File: src/hw/rtl/tpr_pkg.sv
`default_nettype none
// ----------------------------------------------------------------------------
// tpr_pkg
// Shared types and constants for the polled telemetry responder and framer.
// ----------------------------------------------------------------------------
package tpr_pkg;

  // item kinds carried in in_tuser
  localparam logic [1:0] ACT_RX_BYTE = 2'd0;
  localparam logic [1:0] ACT_TICK    = 2'd1;
  localparam logic [1:0] ACT_SEND    = 2'd2;

  // configuration register indexes
  localparam logic REG_SERVICE_GAP     = 1'b0;
  localparam logic REG_SILENCE_TIMEOUT = 1'b1;

  // register reset values
  localparam logic [15:0] SERVICE_GAP_RST     = 16'd5;
  localparam logic [15:0] SILENCE_TIMEOUT_RST = 16'd5000;

  // bus bytes
  localparam logic [7:0] START_BYTE = 8'h7E;
  localparam logic [7:0] FRAME_HEAD = 8'h10;
  localparam logic [7:0] SENSOR_ID0 = 8'h1B;
  localparam logic [7:0] SENSOR_ID1 = 8'h0D;
  localparam logic [7:0] SENSOR_ID2 = 8'h34;
  localparam logic [7:0] SENSOR_ID3 = 8'h67;
  localparam logic [7:0] SUM_BASE   = 8'hFF;

  // defaults for top-level parameters
  localparam int TIMER_BITS_DEF  = 16;
  localparam int QUEUE_DEPTH_DEF = 4;

  // one job handed from the front to the back
  typedef struct packed {
    logic        is_frame;   // eight frame bytes, else one status result
    logic [15:0] data_id;
    logic [31:0] payload;
    logic        pending;
    logic        timed_out;
    logic        may_send;
  } tpr_job_t;

endpackage : tpr_pkg
`default_nettype wire

File: src/hw/rtl/tpr_queue.sv
`default_nettype none
// ----------------------------------------------------------------------------
// tpr_queue
// Small first-word-fall-through job queue between the front and the back.
// ----------------------------------------------------------------------------
module tpr_queue
  import tpr_pkg::*;
#(
  parameter int DEPTH = QUEUE_DEPTH_DEF
) (
  input  wire logic     clk,
  input  wire logic     rst_n,
  input  wire logic     push,
  input  wire tpr_job_t push_job,
  output logic          full,
  input  wire logic     pop,
  output tpr_job_t      head_job,
  output logic          not_empty
);

  localparam int PTR_W = (DEPTH > 1) ? $clog2(DEPTH) : 1;
  localparam int CNT_W = $clog2(DEPTH + 1);

  tpr_job_t             mem_r [DEPTH];
  logic [PTR_W-1:0]     wr_ptr_r, wr_ptr_nxt;
  logic [PTR_W-1:0]     rd_ptr_r, rd_ptr_nxt;
  logic [CNT_W-1:0]     count_r, count_nxt;

  assign full      = (count_r == CNT_W'(DEPTH));
  assign not_empty = (count_r != '0);
  assign head_job  = mem_r[rd_ptr_r];

  // pointer and fill bookkeeping
  always_comb begin
    wr_ptr_nxt = wr_ptr_r;
    rd_ptr_nxt = rd_ptr_r;
    count_nxt  = count_r;
    if (push) begin
      wr_ptr_nxt = (wr_ptr_r == PTR_W'(DEPTH - 1)) ? '0 : wr_ptr_r + 1'b1;
    end
    if (pop) begin
      rd_ptr_nxt = (rd_ptr_r == PTR_W'(DEPTH - 1)) ? '0 : rd_ptr_r + 1'b1;
    end
    if (push && !pop) begin
      count_nxt = count_r + 1'b1;
    end else if (pop && !push) begin
      count_nxt = count_r - 1'b1;
    end
  end

  always_ff @(posedge clk) begin
    if (!rst_n) begin
      wr_ptr_r <= '0;
      rd_ptr_r <= '0;
      count_r  <= '0;
    end else begin
      wr_ptr_r <= wr_ptr_nxt;
      rd_ptr_r <= rd_ptr_nxt;
      count_r  <= count_nxt;
    end
  end

  // job storage
  always_ff @(posedge clk) begin
    if (push) begin
      mem_r[wr_ptr_r] <= push_job;
    end
  end

  // no push into a full queue, no pop from an empty one
  a_no_overflow: assert property (@(posedge clk) disable iff (!rst_n)
    full |-> !push) else $error("queue overflow");
  a_no_underflow: assert property (@(posedge clk) disable iff (!rst_n)
    !not_empty |-> !pop) else $error("queue underflow");
  a_count_bound: assert property (@(posedge clk) disable iff (!rst_n)
    count_r <= CNT_W'(DEPTH)) else $error("queue count out of range");

endmodule : tpr_queue
`default_nettype wire

File: src/hw/rtl/tpr_front.sv
`default_nettype none
// ----------------------------------------------------------------------------
// tpr_front
// Accepts bus bytes, ticks and send commands, keeps the poll state, timers
// and configuration, and queues one job per request with its status bits.
// ----------------------------------------------------------------------------
module tpr_front
  import tpr_pkg::*;
#(
  parameter int TIMER_BITS = TIMER_BITS_DEF
) (
  input  wire logic        clk,
  input  wire logic        rst_n,
  input  wire logic        cfg_we,
  input  wire logic        cfg_index,
  input  wire logic [15:0] cfg_wdata,
  input  wire logic        req_valid,
  output logic             req_ready,
  input  wire logic [1:0]  req_action,
  input  wire logic [7:0]  req_rx_byte,
  input  wire logic [15:0] req_data_id,
  input  wire logic [31:0] req_payload,
  input  wire logic        q_full,
  output logic             q_push,
  output tpr_job_t         q_job
);

  localparam int CMP_W = (TIMER_BITS > 16) ? TIMER_BITS : 16;

  logic [15:0]           gap_r;
  logic [15:0]           timeout_r;
  logic [7:0]            prev_byte_r, prev_byte_nxt;
  logic                  pending_r, pending_nxt;
  logic                  timed_out_r, timed_out_nxt;
  logic [TIMER_BITS-1:0] poll_ms_r, poll_ms_nxt;
  logic [TIMER_BITS-1:0] send_ms_r, send_ms_nxt;
  logic                  is_sensor;
  logic                  accept;

  assign req_ready = !q_full;
  assign accept    = req_valid && req_ready;
  assign q_push    = accept;

  assign is_sensor = (req_rx_byte == SENSOR_ID0) || (req_rx_byte == SENSOR_ID1) ||
                     (req_rx_byte == SENSOR_ID2) || (req_rx_byte == SENSOR_ID3);

  // state after this request
  always_comb begin
    prev_byte_nxt = prev_byte_r;
    pending_nxt   = pending_r;
    poll_ms_nxt   = poll_ms_r;
    send_ms_nxt   = send_ms_r;
    unique case (req_action)
      ACT_RX_BYTE: begin
        if (prev_byte_r == START_BYTE) begin
          poll_ms_nxt = '0;
          if (is_sensor) begin
            pending_nxt = 1'b1;
          end
        end
        prev_byte_nxt = req_rx_byte;
      end
      ACT_TICK: begin
        poll_ms_nxt = (poll_ms_r == '1) ? poll_ms_r : poll_ms_r + 1'b1;
        send_ms_nxt = (send_ms_r == '1) ? send_ms_r : send_ms_r + 1'b1;
      end
      ACT_SEND: begin
        pending_nxt = 1'b0;
        send_ms_nxt = '0;
      end
      default: begin
      end
    endcase
    timed_out_nxt = timed_out_r || (CMP_W'(poll_ms_nxt) > CMP_W'(timeout_r));
  end

  // job for the back
  always_comb begin
    q_job.is_frame  = (req_action == ACT_SEND);
    q_job.data_id   = req_data_id;
    q_job.payload   = req_payload;
    q_job.pending   = pending_nxt;
    q_job.timed_out = timed_out_nxt;
    q_job.may_send  = pending_nxt && !timed_out_nxt &&
                      (CMP_W'(send_ms_nxt) >= CMP_W'(gap_r));
  end

  // poll state and timers
  always_ff @(posedge clk) begin
    if (!rst_n) begin
      prev_byte_r <= '0;
      pending_r   <= 1'b0;
      timed_out_r <= 1'b0;
      poll_ms_r   <= '0;
      send_ms_r   <= '0;
    end else if (accept) begin
      prev_byte_r <= prev_byte_nxt;
      pending_r   <= pending_nxt;
      timed_out_r <= timed_out_nxt;
      poll_ms_r   <= poll_ms_nxt;
      send_ms_r   <= send_ms_nxt;
    end
  end

  // configuration registers
  always_ff @(posedge clk) begin
    if (!rst_n) begin
      gap_r     <= SERVICE_GAP_RST;
      timeout_r <= SILENCE_TIMEOUT_RST;
    end else if (cfg_we) begin
      unique case (cfg_index)
        REG_SERVICE_GAP:     gap_r     <= cfg_wdata;
        REG_SILENCE_TIMEOUT: timeout_r <= cfg_wdata;
        default: begin
        end
      endcase
    end
  end

  // timed-out flag is sticky until reset
  a_timeout_sticky: assert property (@(posedge clk) disable iff (!rst_n)
    timed_out_r |=> timed_out_r) else $error("timed-out flag dropped");
  // a send always leaves the request cleared
  a_send_clears: assert property (@(posedge clk) disable iff (!rst_n)
    accept && req_action == ACT_SEND |=> !pending_r && send_ms_r == '0)
    else $error("send did not clear pending state");
  // a sensor poll right after the start byte marks a request
  a_poll_marks: assert property (@(posedge clk) disable iff (!rst_n)
    accept && req_action == ACT_RX_BYTE && prev_byte_r == START_BYTE && is_sensor
    |=> pending_r) else $error("poll not marked pending");

endmodule : tpr_front
`default_nettype wire

File: src/hw/rtl/tpr_back.sv
`default_nettype none
// ----------------------------------------------------------------------------
// tpr_back
// Drains queued jobs into the result register: one status result, or eight
// frame bytes one a cycle while not stalled, checksum built on the way.
// ----------------------------------------------------------------------------
module tpr_back
  import tpr_pkg::*;
(
  input  wire logic     clk,
  input  wire logic     rst_n,
  input  wire logic     q_not_empty,
  input  wire tpr_job_t q_head,
  output logic          q_pop,
  output logic          res_valid,
  input  wire logic     res_ready,
  output logic [7:0]    res_tx_byte,
  output logic          res_tx_valid,
  output logic          res_last,
  output logic          res_pending,
  output logic          res_timed_out,
  output logic          res_may_send
);

  logic       out_valid_r;
  logic [7:0] tx_byte_r;
  logic       tx_valid_r;
  logic       last_r;
  logic       pending_r;
  logic       timed_out_r;
  logic       may_send_r;
  logic [2:0] idx_r, idx_nxt;
  logic [7:0] sum_r, sum_nxt;
  logic [7:0] byte_sel;
  logic       load;
  logic       job_done;

  // end-around-carry byte add
  function automatic logic [7:0] sum_add(input logic [7:0] s, input logic [7:0] b);
    logic [8:0] t;
    t = {1'b0, s} + {1'b0, b};
    t = {1'b0, t[7:0]} + {8'd0, t[8]};
    t = {1'b0, t[7:0]} + {8'd0, t[8]};
    return t[7:0];
  endfunction

  assign load     = q_not_empty && (!out_valid_r || res_ready);
  assign job_done = !q_head.is_frame || (idx_r == 3'd7);
  assign q_pop    = load && job_done;

  // frame byte for this position
  always_comb begin
    unique case (idx_r)
      3'd0:    byte_sel = FRAME_HEAD;
      3'd1:    byte_sel = q_head.data_id[7:0];
      3'd2:    byte_sel = q_head.data_id[15:8];
      3'd3:    byte_sel = q_head.payload[7:0];
      3'd4:    byte_sel = q_head.payload[15:8];
      3'd5:    byte_sel = q_head.payload[23:16];
      3'd6:    byte_sel = q_head.payload[31:24];
      default: byte_sel = SUM_BASE - sum_r;
    endcase
  end

  // byte position and running sum
  always_comb begin
    idx_nxt = idx_r;
    sum_nxt = sum_r;
    if (load && q_head.is_frame) begin
      idx_nxt = idx_r + 1'b1;
      if (idx_r == 3'd0) begin
        sum_nxt = sum_add(8'd0, byte_sel);
      end else if (idx_r != 3'd7) begin
        sum_nxt = sum_add(sum_r, byte_sel);
      end
    end
  end

  always_ff @(posedge clk) begin
    if (!rst_n) begin
      out_valid_r <= 1'b0;
      idx_r       <= '0;
      sum_r       <= '0;
    end else begin
      idx_r <= idx_nxt;
      sum_r <= sum_nxt;
      if (load) begin
        out_valid_r <= 1'b1;
      end else if (res_ready) begin
        out_valid_r <= 1'b0;
      end
    end
  end

  // result register
  always_ff @(posedge clk) begin
    if (load) begin
      tx_byte_r   <= q_head.is_frame ? byte_sel : 8'd0;
      tx_valid_r  <= q_head.is_frame;
      last_r      <= job_done;
      pending_r   <= q_head.pending;
      timed_out_r <= q_head.timed_out;
      may_send_r  <= q_head.may_send;
    end
  end

  assign res_valid     = out_valid_r;
  assign res_tx_byte   = tx_byte_r;
  assign res_tx_valid  = tx_valid_r;
  assign res_last      = last_r;
  assign res_pending   = pending_r;
  assign res_timed_out = timed_out_r;
  assign res_may_send  = may_send_r;

  // a status result is always the only result of its request
  a_status_last: assert property (@(posedge clk) disable iff (!rst_n)
    out_valid_r && !tx_valid_r |-> last_r) else $error("status result not last");
  // mid-frame the head of the queue must be a frame job
  a_mid_frame: assert property (@(posedge clk) disable iff (!rst_n)
    idx_r != 3'd0 |-> q_not_empty && q_head.is_frame)
    else $error("frame position without frame job");
  // the checksum byte closes the frame and rewinds the position
  a_frame_end: assert property (@(posedge clk) disable iff (!rst_n)
    out_valid_r && tx_valid_r && last_r |-> idx_r == 3'd0)
    else $error("frame ended out of step");

endmodule : tpr_back
`default_nettype wire

File: src/hw/rtl/telemetry_poll_responder_framer_top.sv
`default_nettype none
// Flow: an accepted request passes the job queue, then the result register.
// Throughput: one request a cycle unless the queue is full; a send request
//   gives eight frame bytes (one frame byte a cycle from the back's byte
//   sequencer unless stalled), others one status result; the queue absorbs bursts.
// Reset: synchronous, active low; clears timers, flags, queue and result valid
//   flag, and loads the service gap (5) and silence timeout (5000).
// ----------------------------------------------------------------------------
// telemetry_poll_responder_framer_top
// Sensor side of a polled serial telemetry link: poll tracking, timers and
// eight-byte frame builder.
// ----------------------------------------------------------------------------
module telemetry_poll_responder_framer_top
  import tpr_pkg::*;
#(
  parameter int TIMER_BITS  = TIMER_BITS_DEF,
  parameter int QUEUE_DEPTH = QUEUE_DEPTH_DEF
) (
  input  wire logic        clk,
  input  wire logic        rst_n,
  input  wire logic        cfg_we,
  input  wire logic        cfg_index,
  input  wire logic [15:0] cfg_wdata,
  input  wire logic        in_tvalid,
  output logic             in_tready,
  input  wire logic [55:0] in_tdata,   // rx_byte[7:0], data_id[23:8], payload[55:24]
  input  wire logic [1:0]  in_tuser,   // action[1:0]
  output logic             out_tvalid,
  input  wire logic        out_tready,
  output logic [15:0]      out_tdata,  // tx_byte[7:0], request_pending[8],
                                       // timed_out[9], may_send[10], zero[15:11]
  output logic             out_tuser,  // tx_valid
  output logic             out_tlast
);

  logic     q_push;
  logic     q_full;
  logic     q_pop;
  logic     q_not_empty;
  tpr_job_t q_job;
  tpr_job_t q_head;
  logic [7:0] tx_byte;
  logic     pending;
  logic     timed_out;
  logic     may_send;

  // front: classify and track poll state
  tpr_front #(
    .TIMER_BITS (TIMER_BITS)
  ) u_front (
    .clk         (clk),
    .rst_n       (rst_n),
    .cfg_we      (cfg_we),
    .cfg_index   (cfg_index),
    .cfg_wdata   (cfg_wdata),
    .req_valid   (in_tvalid),
    .req_ready   (in_tready),
    .req_action  (in_tuser),
    .req_rx_byte (in_tdata[7:0]),
    .req_data_id (in_tdata[23:8]),
    .req_payload (in_tdata[55:24]),
    .q_full      (q_full),
    .q_push      (q_push),
    .q_job       (q_job)
  );

  // job queue
  tpr_queue #(
    .DEPTH (QUEUE_DEPTH)
  ) u_queue (
    .clk       (clk),
    .rst_n     (rst_n),
    .push      (q_push),
    .push_job  (q_job),
    .full      (q_full),
    .pop       (q_pop),
    .head_job  (q_head),
    .not_empty (q_not_empty)
  );

  // back: result sequencing
  tpr_back u_back (
    .clk           (clk),
    .rst_n         (rst_n),
    .q_not_empty   (q_not_empty),
    .q_head        (q_head),
    .q_pop         (q_pop),
    .res_valid     (out_tvalid),
    .res_ready     (out_tready),
    .res_tx_byte   (tx_byte),
    .res_tx_valid  (out_tuser),
    .res_last      (out_tlast),
    .res_pending   (pending),
    .res_timed_out (timed_out),
    .res_may_send  (may_send)
  );

  assign out_tdata = {5'd0, may_send, timed_out, pending, tx_byte};

endmodule : telemetry_poll_responder_framer_top
`default_nettype wire

File: config.mk
export PLATFORM = sky130hd
export DESIGN_NAME = telemetry_poll_responder_framer_top
export DESIGN_NICKNAME = d
export VERILOG_FILES = /design/src/hw/rtl/tpr_pkg.sv /design/src/hw/rtl/tpr_queue.sv /design/src/hw/rtl/tpr_front.sv /design/src/hw/rtl/tpr_back.sv /design/src/hw/rtl/telemetry_poll_responder_framer_top.sv
export SDC_FILE = /design/constraint.sdc
export NUM_CORES = 1
export LEC_CHECK = 0
export BUFFER_PORTS_ARGS = -buffer_cell sky130_fd_sc_hd__buf_2
export CAP_MARGIN = 20
export CELL_PAD_IN_SITES_DETAIL_PLACEMENT = 1
export CELL_PAD_IN_SITES_GLOBAL_PLACEMENT = 1
export CORE_MARGIN = 3
export CORE_UTILIZATION = 50
export CTS_CLUSTER_DIAMETER = 60
export DETAILED_ROUTE_END_ITERATION = 7
export PLACE_DENSITY_LB_ADDON = 0.1
export SYNTH_ARGS = -nofsm -noshare
export SYNTH_HDL_FRONTEND = slang
export SYNTH_SLANG_ARGS = --single-unit
File: constraint.sdc
create_clock -name clk -period 7.3 [get_ports clk]
set_input_delay 0.365 -clock clk [delete_from_list [all_inputs] [get_ports clk]]
set_output_delay 0.365 -clock clk [all_outputs]
set_load 0.02 [all_outputs]
==> results.py, run 1 <==
metrics = {
    "outcome": {
        "outcome": "completed",
    },
    "global_route": {
        "track_usage": 0.240,
        "antenna_found_initial": 6,
        "grt_pass1_vias": 10300,
        "grt_pass1_wl_mm": 58.7,
        "gr-total-overflow": 0,
        "grt_max_degree": 63,
    },
    "setup_path": {
        "setup.worst_path.start_class": "flip-flop",
        "r2r_cells": 25,
        "regToRegEndpoint": "u_back.sum_r[6]",
        "rrSetupSlack_ns": 0.86,
        "worstSetupPathType": "flip-flop to flip-flop",
        "critPathCaptureType": "flip-flop",
        "crit_required_ns": 7.75,
        "cp_data_arrival_time_ns": 6.89,
        "max_stage_delay_ns": 0.82,
        "crit_fanout": 20,
        "crit_path_frequent_cell": "ha_1",
        "crit_slowest_cell": "dfxtp_1",
        "reg2reg_from": "u_back.idx_r[2]",
    },
    "finish": {
        "fin_cells": 1719,
        "final_common_cell": "edfxtp_1",
        "multi_input_area_um2": 5730,
        "nFillCells": 2977,
        "regArea_um2": 8540,
        "final_cell_mix": "221 x edfxtp_1, 143 x nand2_1, 99 x a21oi_1",
        "nNetsFinal": 1449,
        "stdcell_area_um2": 16700,
        "drive_gt1_frac": 0.167,
        "area_growth_pct": 13.2,
    },
    "cts": {
        "cts_resized": 0,
        "cts_tree": "done",
        "post-cts-setup-buffer-count": 0,
        "path_clk_slew_ns": 0.06,
        "cts_buffer_depth": 3,
        "cts.htree.levels": 2,
        "clock_sinks": 316,
        "clk_latency_ns": 0.53,
        "cts_hold_buf": 0,
        "cts_made_buffers": 37,
        "cts_root_buffer": "clkbuf_16",
    },
    "logic_synthesis": {
        "yosys.area_share.xor_xnor": 0.0147,
        "synth_top_family_by_area": "simple AND/OR/NAND/NOR gates",
        "synth_mux_area_frac": 0.0858,
        "synth_seq_cells": 316,
        "yosys.area_share.simple": 0.119,
        "synth_enable_flop_cells": 221,
        "synthFlopType": "edfxtp_1",
        "yosysWarnings": 0,
        "synth_cells": 1219,
        "synth_area_um2": 14800,
        "yosysSeqAreaShare": 0.577,
        "synthAdderAreaFrac": 0.0550,
        "avgSynthCellArea_um2": 12.1,
        "ys_types": 79,
        "ys_async_sr_fraction": 0,
        "synth_compound_area_frac": 0.111,
    },
    "sta": {
        "fin_ws_ns": 0.861,
        "fmax_mhz": 155,
        "slew_viol_final": 0,
        "rsz0062_at_grt": "no",
        "slew_headroom": 0.310,
        "finClkSkew_ns": 0.0196,
        "min_period_over_period": 0.882,
        "setup_violations": 0,
        "tightest_slew_ns": 1.03,
        "hold_viol": 0,
        "min_period_ns": 6.44,
        "timing.setup.tns_ns": 0,
    },
    "route": {
        "drt-initial-drc-count": 824,
        "wl_per_cell_um": 22.0,
        "first_pass_iters": 5,
        "drc_errors": 0,
        "vias": 10100,
        "routed_wl_mm": 37.7,
        "viasPerCell": 5.85,
        "ant_nets": 0,
    },
    "min_path": {
        "hold_start": "in_tdata[10]",
        "min_to": "u_queue.mem_r[3][37]",
        "hp-class": "input port to flip-flop",
        "hold_depth": 1,
    },
    "power_and_ir_drop": {
        "ir_drop_mv": 0.205,
        "p_leak_uw": 0.00611,
        "p_per_area_nw_per_um2": 343,
    },
    "floorplanning": {
        "dieArea_um2": 31700,
        "dieWidth_um": 178,
        "die_h_um": 178,
        "initial_core_util": 0.511,
        "ios": 100,
        "core_um2": 28900,
        "rows": 62,
    },
    "placement": {
        "pre_cts_slack_ns": 1.00,
        "dp_cells": 1651,
        "place_congestion": 0.859,
        "dpl-instance-area_um2": 15500,
        "port-buffer-count": 94,
        "dp_hpwl_mm": 25.2,
    },
    "job": {
        "maxCapViolCount": 0,
    },
}
[per-stage QoR]
step,utilization,power (uW),hold slack (ns)
after floorplan,-,3490,0.432
after global placement,0.537,3910,0.442
after detailed placement,0.537,3950,0.448
after CTS,0.579,5790,0.0248
after global routing,0.579,6050,0.0355
final,0.579,5750,0.0448
[where the power goes]
part           leakage [uW]  internal, uW  total, uW  switching, uW
combinational       0.00270           646       1630            980
sequential          0.00281          2160       2300            148
clock              0.000597          1080       1820            741
[cells by family after synthesis]
group / after synthesis
buf+inv: 119
simple gates: 370
flops: 316
compound gates: 261
xor+xnor: 24
mux: 64
fa+ha+maj: 64
other cells: 1
[flip-flops by register name, summed over array words and instances, names as in the netlist, named ones only]
register / flops
u_front.gap_r: 16
u_front.send_ms_r: 16
u_back.res_timed_out: 1
u_back.sum_r: 8
u_back.res_may_send: 1
u_queue.count_r: 3
u_front.pending_r: 1
u_back.res_pending: 1
u_back.res_last: 1
u_back.res_tx_valid: 1
u_back.res_tx_byte: 8
u_front.poll_ms_r: 16
u_back.res_valid: 1
u_queue.rd_ptr_r: 2
u_front.timed_out_r: 1
u_front.prev_byte_r: 8
u_front.timeout_r: 16
u_back.idx_r: 3
u_queue.mem_r: 208
u_queue.wr_ptr_r: 2
[how the worst max path moves through the flow]
| stage | from | cells past startpoint | endpoint |
|---|---|---|---|
| after floorplan | u_back.idx_r[2] | 25 | u_back.sum_r[7] |
| after global placement | u_back.idx_r[2] | 25 | u_back.sum_r[6] |
| after detailed placement | u_back.idx_r[2] | 25 | u_back.sum_r[6] |
| after CTS | u_back.idx_r[2] | 25 | u_back.sum_r[6] |
| after global routing | u_back.idx_r[2] | 25 | u_back.sum_r[6] |
| final | u_back.idx_r[2] | 25 | u_back.sum_r[6] |
[cells in the mapped netlist, drive strengths merged (7+ instances only)]
cell    number  area share
a211oi      11      0.0056
a21o        10      0.0051
a21oi       99       0.033
a22oi       16      0.0081
a31oi        8      0.0034
and2        12      0.0051
and3        16      0.0068
buf         29       0.014
clkbuf      34      0.0086
dfxtp       95        0.13
edfxtp     221        0.45
ha          61       0.052
inv         53       0.013
mux2i       14      0.0095
mux4        47       0.074
nand2      143       0.036
nand2b       8      0.0034
nand3       25      0.0085
nand4       17      0.0072
nor2        82       0.021
nor2b        8      0.0034
nor3        18      0.0069
nor4         7      0.0030
o211ai      11      0.0056
o21a         9      0.0046
o21ai       52       0.018
or3          7      0.0030
xnor2       15      0.0094
xor2         9      0.0053
[cell type report]
class / instances / share of cell area
Clock inverter: 22 / 0.0135
Sequential cell: 316 / 0.510
Timing Repair Buffer: 107 / 0.0339
Antenna cell: 1 / 0.000149
Clock buffer: 45 / 0.0589
Tap cell: 384 / 0.0287
Multi-Input combinational cell: 788 / 0.342
Inverter: 56 / 0.0125
[worst max-delay path: cells and delay by family, from the launching register on]
family                   cells  cell delay, ns
buffers and inverters        2            0.57
flip-flops                   1            0.82
adder cells (fa/ha/maj)      6            1.78
XOR/XNOR                     1            0.16
AO/OA/AOI/OAI                8            1.26
AND/OR/NAND/NOR              8            1.79
[routing by layer]
metal / global-route usage / up-vias / wire length, um
met5: 0 / - / 46
met4: 0.0602 / 10 / 665
met3: 0.0407 / 58 / 1760
met2: 0.378 / 206 / 17500
met1: 0.351 / 5037 / 17700
li1: - / 4739 / -
No activity file was read; power rests on OpenSTA's default activity.
==> run 2, diff against run 1 <==
--- a/config.mk
+++ b/config.mk
@@ -16,4 +16,5 @@
 export PLACE_DENSITY_LB_ADDON = 0.1
 export SYNTH_ARGS = -nofsm -noshare
 export SYNTH_HDL_FRONTEND = slang
+export SYNTH_HIERARCHICAL = 1
 export SYNTH_SLANG_ARGS = --single-unit
==> run 2 against run 1 <==
  * Maximum frequency increased by 2.9%
  * Sequential cell count unchanged
  * Critical path type unchanged
  * Via count increased by 0.87%
  * Clock skew increased by 0.0039 ns
  * Final cell count increased by 1.7%
  * Sequential share of layout area decreased by 1.2 points
  * Routed wire length increased by 1.3%
  * Power increased by 4.9%
  * Combinational power increased by 15%
  * Critical endpoint is now u_back/sum_r[6]
==> results.py, run 2 <==
metrics = {
    "cts": {
        "cts_resized": 0,
        "clock_sinks": 316,
        "cts.htree.levels": 2,
        "cts_tree": "done",
        "path_clk_slew_ns": 0.06,
        "post-cts-setup-buffer-count": 0,
        "clk_latency_ns": 0.53,
        "cts_made_buffers": 37,
        "cts_hold_buf": 0,
        "cts_buffer_depth": 3,
        "cts_root_buffer": "clkbuf_16",
    },
    "placement": {
        "dp_hpwl_mm": 25.9,
        "place_congestion": 0.877,
        "dp_cells": 1680,
        "port-buffer-count": 94,
        "dpl-instance-area_um2": 15900,
    },
    "floorplanning": {
        "core_um2": 30700,
        "ios": 100,
        "die_h_um": 183,
        "rows": 64,
        "dieArea_um2": 33400,
        "dieWidth_um": 183,
        "initial_core_util": 0.509,
    },
    "finish": {
        "drive_gt1_frac": 0.184,
        "final_cell_mix": "221 x edfxtp_1, 151 x nand2_1, 94 x buf_2",
        "largest_reg_flops": 208,
        "multi_input_area_um2": 6060,
        "stdcell_area_um2": 17200,
        "regArea_um2": 8540,
        "top_register": "u_queue/mem_r",
        "final_common_cell": "edfxtp_1",
        "nNetsFinal": 1467,
        "nFillCells": 3137,
        "area_growth_pct": 9.98,
        "fin_cells": 1748,
        "antenna_cells": 0,
    },
    "logic_synthesis": {
        "yosysWarnings": 6,
        "yosys-top-cells-area": "edfxtp_1 43%, dfxtp_1 12%, mux4_2 7.2%",
        "synth_seq_cells": 316,
        "synth_top_area_cell": "edfxtp_1",
        "ys_types": 88,
        "synth.most_common_cell": "edfxtp_1",
        "synth_top_cells_by_count": "221 x edfxtp_1, 151 x nand2_1, 95 x dfxtp_1, 79 x a21oi_1, 64 x inv_1",
        "ys_async_sr_fraction": 0,
        "yosysSeqAreaShare": 0.547,
        "synth_enable_flop_cells": 221,
        "synth_top_area_share": 0.425,
        "synth_area_um2": 15600,
        "avgSynthCellArea_um2": 12.1,
        "synthFlopType": "edfxtp_1",
        "synth_cells": 1292,
    },
    "power_and_ir_drop": {
        "p_per_area_nw_per_um2": 352,
        "p_leak_uw": 0.00625,
        "ir_drop_mv": 0.162,
    },
    "route": {
        "wl_per_cell_um": 21.9,
        "drc_errors": 0,
        "first_pass_iters": 6,
        "drt-initial-drc-count": 689,
        "routed_wl_mm": 38.2,
        "viasPerCell": 5.80,
        "vias": 10100,
        "ant_nets": 0,
    },
    "sta": {
        "min_period_over_period": 0.857,
        "slew_headroom": 0.326,
        "tightest_slew_ns": 1.01,
        "hold_viol": 0,
        "timing.setup.tns_ns": 0,
        "finClkSkew_ns": 0.0235,
        "setup_violations": 0,
        "rsz0062_at_grt": "no",
        "min_period_ns": 6.26,
        "fmax_mhz": 160,
        "slew_viol_final": 0,
    },
    "setup_path": {
        "crit_required_ns": 7.74,
        "critPathCaptureType": "flip-flop",
        "crit_fanout": 22,
        "critical-path-top-delay-family": "simple AND/OR/NAND/NOR gates",
        "cp_data_arrival_time_ns": 6.70,
        "max_stage_delay_ns": 0.86,
        "worstSetupPathType": "flip-flop to flip-flop",
        "crit_path_frequent_cell": "ha_1",
        "crit_slowest_cell": "dfxtp_1",
        "critPathBufInv": 3,
        "setup.worst_path.start_class": "flip-flop",
    },
    "min_path": {
        "hp-class": "input port to flip-flop",
    },
    "global_route": {
        "grtUsageMet2": 0.382,
        "use_met1": 0.321,
        "top_usage_layer": "met2",
        "antenna_found_initial": 1,
        "track_usage": 0.229,
        "gr-total-overflow": 0,
        "grt_pass1_vias": 10700,
        "use_met3": 0.0297,
        "grt_max_degree": 53,
        "grt_pass1_wl_mm": 60.3,
    },
    "outcome": {
        "outcome": "completed",
    },
    "job": {
        "maxCapViolCount": 0,
    },
}
## run 2: layout make-up
cell class                 count  share of cell area
sequential                   316               0.498
multi-input combinational    797               0.353
clock buffer                  50              0.0604
timing repair buffer         108              0.0336
tap                          396              0.0289
inverter                      64              0.0140
clock inverter                17              0.0119
## run 2: logic make-up after synthesis
family | Yosys count | share of synthesized area
and+or+nand+nor | 369 | 0.118
DFF | 316 | 0.547
AOI/OAI and AO/OA | 264 | 0.116
buffers and inverters | 183 | 0.0654
adders and majority gates | 63 | 0.0515
muxes | 63 | 0.0829
xor gates and xnor gates | 33 | 0.0190
other | 1 | 0.000240
## run 2: report_power, final
part | internal (uW) | switching [uW]
registers | 2160 | 142
logic | 739 | 1140
clock network | 1120 | 740
## run 2: final timing paths
kind,start,to,slack (ns),cells after the start
hold reg to reg,u_front/prev_byte_r[4],u_front/prev_byte_r[4],0.46,2
setup reg to reg,u_back/idx_r[2],u_back/sum_r[6],1.04,26
hold / removal,in_tdata[16],u_queue/mem_r[0][43],0.05,1
setup / recovery,u_back/idx_r[2],u_back/sum_r[6],1.04,26
## run 2: stage by stage
step	power (uW)	hold slack, ns	util	setup WS, ns
after floorplan	3720	0.436	-	2.10
after CTS	6080	0.0301	0.559	1.06
after global placement	4150	0.444	0.519	1.43
final	6040	0.0509	0.559	1.04
after global routing	6350	0.0361	0.559	0.509
after detailed placement	4200	0.450	0.519	1.18
## run 2: routing by layer
metal	wire length (um)	part of all wire
met2	18600	0.49
met4	755	0.020
met3	1610	0.042
met1	17200	0.45
met5	0	0
